`src/hw/rtl/ard_div.sv`:
```
// ----------------------------------------------------------------------------
// ard_div: 32-bit restoring divider
// Produces one quotient bit per cycle; done pulses once the last bit is in.
// ----------------------------------------------------------------------------
module ard_div (
   input  logic        clock,
   input  logic        reset,
   input  logic        start,
   input  logic [31:0] dividend,
   input  logic [31:0] divisor,
   output logic        done,
   output logic [31:0] quotient
);

   logic        busy_ff, busy_in;
   logic        done_ff, done_in;
   logic [4:0]  cnt_ff, cnt_in;
   logic [31:0] rem_ff, rem_in;
   logic [31:0] quo_ff, quo_in;
   logic [31:0] dsr_ff, dsr_in;
   logic [32:0] trial;

   // One shift-subtract step per cycle.
   always_comb begin
      busy_in = busy_ff;
      done_in = 1'b0;
      cnt_in  = cnt_ff;
      rem_in  = rem_ff;
      quo_in  = quo_ff;
      dsr_in  = dsr_ff;
      trial   = {rem_ff, quo_ff[31]} - {1'b0, dsr_ff};
      if (start) begin
         busy_in = 1'b1;
         cnt_in  = 5'd0;
         rem_in  = 32'd0;
         quo_in  = dividend;
         dsr_in  = divisor;
      end else if (busy_ff) begin
         if (trial[32]) begin
            rem_in = {rem_ff[30:0], quo_ff[31]};
            quo_in = {quo_ff[30:0], 1'b0};
         end else begin
            rem_in = trial[31:0];
            quo_in = {quo_ff[30:0], 1'b1};
         end
         cnt_in = cnt_ff + 5'd1;
         if (cnt_ff == 5'd31) begin
            busy_in = 1'b0;
            done_in = 1'b1;
         end
      end
   end

   always_ff @(posedge clock) begin
      if (reset) begin
         busy_ff <= 1'b0;
         done_ff <= 1'b0;
      end else begin
         busy_ff <= busy_in;
         done_ff <= done_in;
      end
      cnt_ff <= cnt_in;
      rem_ff <= rem_in;
      quo_ff <= quo_in;
      dsr_ff <= dsr_in;
   end

   assign done     = done_ff;
   assign quotient = quo_ff;

endmodule

```
`config.mk`:
```
export PLATFORM = sky130hd
export DESIGN_NAME = ard_div
export DESIGN_NICKNAME = d
export VERILOG_FILES = /design/src/hw/rtl/ard_div.sv
export SDC_FILE = /design/constraint.sdc
export NUM_CORES = 1
export LEC_CHECK = 0
export ABC_AREA = 1
export ABC_CLOCK_PERIOD_IN_PS = 2600
export BUFFER_PORTS_ARGS = -buffer_cell sky130_fd_sc_hd__buf_4
export CORE_MARGIN = 5
export CORE_UTILIZATION = 55
export CTS_BUF_LIST = sky130_fd_sc_hd__clkbuf_4 sky130_fd_sc_hd__clkbuf_8 sky130_fd_sc_hd__clkbuf_16
export CTS_CLUSTER_DIAMETER = 120
export CTS_CLUSTER_SIZE = 16
export DETAILED_ROUTE_END_ITERATION = 12
export MAX_ROUTING_LAYER = met4
export PLACE_DENSITY = 0.77
export SYNTH_ARGS = -nofsm -noshare
export SYNTH_HDL_FRONTEND = slang
export SYNTH_SLANG_ARGS = --single-unit
```
`constraint.sdc`:
```
create_clock -name clock -period 2.6 [get_ports clock]
set_input_delay 0.52 -clock clock [delete_from_list [all_inputs] [get_ports clock]]
set_output_delay 0.52 -clock clock [all_outputs]
set_load 0.02 [all_outputs]
```
# Word-level counts from Yosys, hierarchy flattened
# Cells that the tools add are included.
[word_totals] in_bits=67 out_inout_bits=33 reg_bits=103
[op_classes] addsub=2 bitwise_logic=1 n_eq_ne=1 n_reduce_logical=2 mux=8
[ops] op="$mux W32" n=3
[ops] op="$sub A33 B32 Y33" n=1
[ops] op="$add A5 B1 Y5 const B" n=1
[ops] op="$eq A5 B5 Y1 const B" n=1
[ops] op="$mux W1" n=5
[ops] op="$reduce_or A3 Y1" n=1
[ops] op="$reduce_bool A2 Y1" n=1
[ops] op="$not A1 Y1" n=1

# Depth between registers and ports, before layout
[depth] word_depth=4 depth_mapped=18

# Worst setup path before layout
# OpenSTA, ideal clock, no wires.
[synth_timing] path_type="flip-flop to flip-flop" startpoint="reg quo_ff[31] (netlist: quotient[31])" endpoint="reg quo_ff[0] (netlist: quotient[0]) (data pin)" n_path_buf=1 synth_period_minus_slack_ns=2.439 t_required_ns=2.330 setup_slack_ns=0.161 stages_incl_launch_ff=17 setup_time_ns=0.270 t_arrival_ns=2.169 path_cell_list="edfxtp_1 inv_1 ha_1 fa_1 inv_1 nand2_1 nand2_1 nand3_1 nand2_2 nand2_1 nand2_2 nand2_2 nand2_2 nand2_1 nand2_2 buf_4 o21ai_0"
[synth_via] elab_chain_cells=4
[synth_lines] element="from (decl)" line="19" text="logic [31:0] quo_ff, quo_in;"
[synth_lines] element="from (signal assigned)" line="64" text="quo_ff <= quo_in;"
[synth_lines] element="$sub A33 B32 Y33" line="31" text="trial = {rem_ff, quo_ff[31]} - {1'b0, dsr_ff};"
[synth_lines] element="$mux W1" line="39" text="if (trial[32]) begin"
[synth_lines] element="$mux W32" line="38" text="end else if (busy_ff) begin"
[synth_lines] element="$mux W32" line="32" text="if (start) begin"
[synth_lines] element="via quo_in[0]" line="19"
# The timed path passes the listed nets, and every way through them passes these cells. The select of a mux whose other input is x is not followed.
# A chain may end at the register's enable or synchronous reset.

# Worst setup path in the final report
# Ends and elaborated chain as after synthesis.

==> impl_results.md <==
* Total wirelength of the detailed-routed design at 15.9 mm
* Remaining design rule violation count at 0
* Number of instances in the synthesized netlist at 1019
* Starting density of the core at 56.7%
* Synthesized area divided by synthesized cell count at 6.74 um^2
* Total number of placement rows at 40
* Post-route standard cell area excluding fillers at approximately 8200 um^2
* Share of power burned in combinational logic at 15.4%
* EDFF count, synth at 64
* Post-Route Utilization at 67.3%
* Number of clock sinks at 103
* Critical setup path kind: reg2reg
* Worst setup timing slack at the placement stage at 0.0944 ns
* Number of standard cells in the layout, taps in and fillers out at 1294
* Horizontal die dimension at 122 um
* Status: finished, final reports clean
* Post-CTS Hold Buffers at 0
* Detailed Place HPWL at 12.4 mm
* Total vias in the final route at approximately 6200
* Net switching fraction of the power at 27.1%
* Setup WS post-layout at about 0.16 ns
* Adder-cell share of the synthesized area at 6.49%
* Nets at roughly 1200
* Setup_tns at 0 ns
* Top-Level Pins at 100
* Gp weighted congestion at 0.966
* Final Power at ~4 mW
* Synthesis-to-finish area growth at 18.8%
* Final setup skew at 0.0131 ns
* Share of post-route cells with drive strength above 1 at 14.2%
* Clock tree from TritonCTS: done
* Fraction of post-synthesis cell area in the top cell type by area at 28.0%
* Sequential fraction of the synthesis area at 39.4%
* Required time at the endpoint of the critical path at 2.70 ns
* Number of optimization iterations in the first detailed-route pass at 5
* Sequential share of power at 48.3%
* Kind of launch point of the worst setup path: register
* Fraction of the mapped netlist area in compound gates at under 10%
* Filler Cell Count at 1102
* CTS-repair resized insts at 0
* Die boundary height at 122 um
* Post-Route Hold Slack at around 0.33 ns
* Insertion delay of the later-clocked pin in the worst-skew pair at 0.37 ns
* DP Area at 7820 um^2
* CP Max Fanout at 18
* Internal power of the cells at 2.86 mW
* Congestion Overflow GR at 0
* Global routing usage summed across all routing layers at 23.3%
* Via density at 4.77
* Final Cycle Share at 93.8%
* Number of nets produced by synthesis at 1121
* Mux share of post-synthesis cell area at 0%
* Cell with the most instances after synthesis: sky130_fd_sc_hd__nand2_1
* Clock network fraction of total power at 36.3%
* Port Buf Inserts at 99
* Post-CTS setup repair buffer count at 0
* Cell count after placement at 1278
* Maximum root-to-sink buffer count at 2
* Maximum VDD drop at between 0.4 and 0.5 mV
* Number of warning messages in the yosys log at 0
* Leakage power at 4.50 nW
* Pin count of the biggest net entering global routing at 35
* XOR/XNOR share of the synthesized area at under 10%
* Global-route wire length before repair at 26.9 mm
* Leading post-synthesis cells by cell area: sky130_fd_sc_hd__edfxtp_1, sky130_fd_sc_hd__nand2_1, sky130_fd_sc_hd__dfxtp_1
* Simple-Gate Fraction of Synth Area at 36.7%
* Synthesized area at around 6900 um^2
* Hold Vio Cnt, Final at 0
* Clock transition at path regs at 0.08 ns
* Setup repair after global routing missed its margin: yes
* H-tree lvl count at 3
* Switching power summed over all nets at roughly 1.1 mW
* Most used flip-flop cell after synthesis: sky130_fd_sc_hd__edfxtp_1
* Power density of the placed cells at approximately 480 nW/um^2
* Max-Cap Viols at 0
* Post-route minimum period at about 2.4 ns
* Main combinational cell family by area after synthesis: simple AND/OR/NAND/NOR gates
* Die area at 14800 um^2
* Antenna-violating nets left at 0
* Share of flip-flops with an asynchronous set or reset at 0%
* Data arrival time at the worst-slack endpoint at 2.54 ns
* Crit. End Element: register
* Number of inserted diodes at 0
* Number of DRC markers after the initial detailed-route iteration at about 380
* Vias in the first global route at 6013
* Most area-hungry cell type in the Yosys netlist: sky130_fd_sc_hd__edfxtp_1
* Remaining max-slew budget at the tightest pin at roughly 66%
* Post-synthesis cell type count at 37
* Slew at the pin closest to its max-slew limit at 0.500 ns
* Hold Path Class: in2reg
* Max Clock Freq at 410 MHz
* List of most frequent post-synthesis cells: sky130_fd_sc_hd__nand2_1, sky130_fd_sc_hd__inv_1, sky130_fd_sc_hd__edfxtp_1, sky130_fd_sc_hd__nand3_1, sky130_fd_sc_hd__nor2_1
* Clock buffers created by TritonCTS at 9
* Library cell used as clock root buffer: sky130_fd_sc_hd__clkbuf_16
* Number of antenna violations at the first check in global routing at 0
* Final setup vio count at 0
* Count of state elements after synthesis at approximately 100
* Area of the core at about 12000 um^2
* Routed wire length per instance at 12.3 um
* Final number of max-transition violations at 0
[power groups by stage]
stage,Clock [mW],Combinational (mW),Sequential (mW)
2_1_floorplan,0,0.290,1.99
3_3_place_gp,0,0.596,1.93
3_5_place_dp,0,0.603,1.93
4_1_cts,1.45,0.606,1.89
5_1_grt,1.52,0.670,1.91
6_report,1.43,0.605,1.89
[path summary, 6_finish.rpt]
| kind | from | depth (start not counted) | slack (ns) | to |
|---|---|---|---|---|
| max | quotient[31] | 16 | 0.16 | quotient[0] |
| min | divisor[3] | 1 | 0.33 | dsr_ff[3] |
| max reg2reg | quotient[31] | 16 | 0.16 | quotient[0] |
| min reg2reg | rem_ff[3] | 2 | 0.48 | rem_ff[3] |
[placed cells by master, fill, tap and decap left out, types with 2 or more instances in the layout]
cell type                   instances
sky130_fd_sc_hd__o21ai_0            5
sky130_fd_sc_hd__o21bai_1           3
sky130_fd_sc_hd__dfxtp_1           39
sky130_fd_sc_hd__and2_1             9
sky130_fd_sc_hd__nand4_1           10
sky130_fd_sc_hd__nand3_1           59
sky130_fd_sc_hd__nor2_2             7
sky130_fd_sc_hd__nand2_4            2
sky130_fd_sc_hd__inv_6              3
sky130_fd_sc_hd__xnor2_1           12
sky130_fd_sc_hd__inv_2              4
sky130_fd_sc_hd__nor3_1             9
sky130_fd_sc_hd__buf_12             4
sky130_fd_sc_hd__clkbuf_16          9
sky130_fd_sc_hd__and3_1             3
sky130_fd_sc_hd__edfxtp_1          64
sky130_fd_sc_hd__inv_1            199
sky130_fd_sc_hd__o21ai_1            3
sky130_fd_sc_hd__nor2_1            40
sky130_fd_sc_hd__nand2_1          448
sky130_fd_sc_hd__nand2_2           18
sky130_fd_sc_hd__a21oi_1           19
sky130_fd_sc_hd__xor2_1             3
sky130_fd_sc_hd__ha_1              34
sky130_fd_sc_hd__buf_4            105
[flip-flops by register name, summed over array words and instances, names as in the netlist]
| register | flops |
|---|---|
| dsr_ff | 32 |
| quotient | 32 |
| rem_ff | 32 |
| cnt_ff | 5 |
| busy_ff | 1 |
| done | 1 |
[cell type report]
cell class                      count  area [um^2]  area share (%)
Multi-Input combinational cell    694         3300            40.4
Tap cell                          168          210            2.58
Inverter                          204          766            9.39
Timing Repair Buffer              109          868            10.6
Sequential cell                   103         2700            33.1
Clock inverter                      7         88.8            1.09
Clock buffer                        9          225            2.76
[kinds of logic after synthesis]
logic type | count (synthesis)
and+or+nand+nor | 610
buffers and inverters | 222
DFF | 103
adders and majority gates | 35
AOI/OAI and AO/OA | 34
xor gates and xnor gates | 15
[routing by layer]
metal  share of wire [%]  track usage, %
met1                  47            29.7
met2                  46            36.9
met3                 5.5            5.76
met4                 1.7            7.14
met5                   0               -
[critical path: stages, from the launching register on]
cell and delay [ns]:
sky130_fd_sc_hd__edfxtp_1 0.34, sky130_fd_sc_hd__inv_1 0.06, sky130_fd_sc_hd__ha_1 0.22, sky130_fd_sc_hd__fa_2 0.37, sky130_fd_sc_hd__inv_2 0.08, sky130_fd_sc_hd__nand2_1 0.05, sky130_fd_sc_hd__nand2_1 0.11, sky130_fd_sc_hd__nand3_1 0.09
sky130_fd_sc_hd__nand2_2 0.10, sky130_fd_sc_hd__nand2_1 0.07, sky130_fd_sc_hd__nand2_2 0.09, sky130_fd_sc_hd__nand2_2 0.08, sky130_fd_sc_hd__nand2_2 0.09, sky130_fd_sc_hd__nand2_1 0.07, sky130_fd_sc_hd__nand2_2 0.12, sky130_fd_sc_hd__buf_12 0.16
sky130_fd_sc_hd__o21ai_0 0.09
No activity file was read; power rests on OpenSTA's default activity.
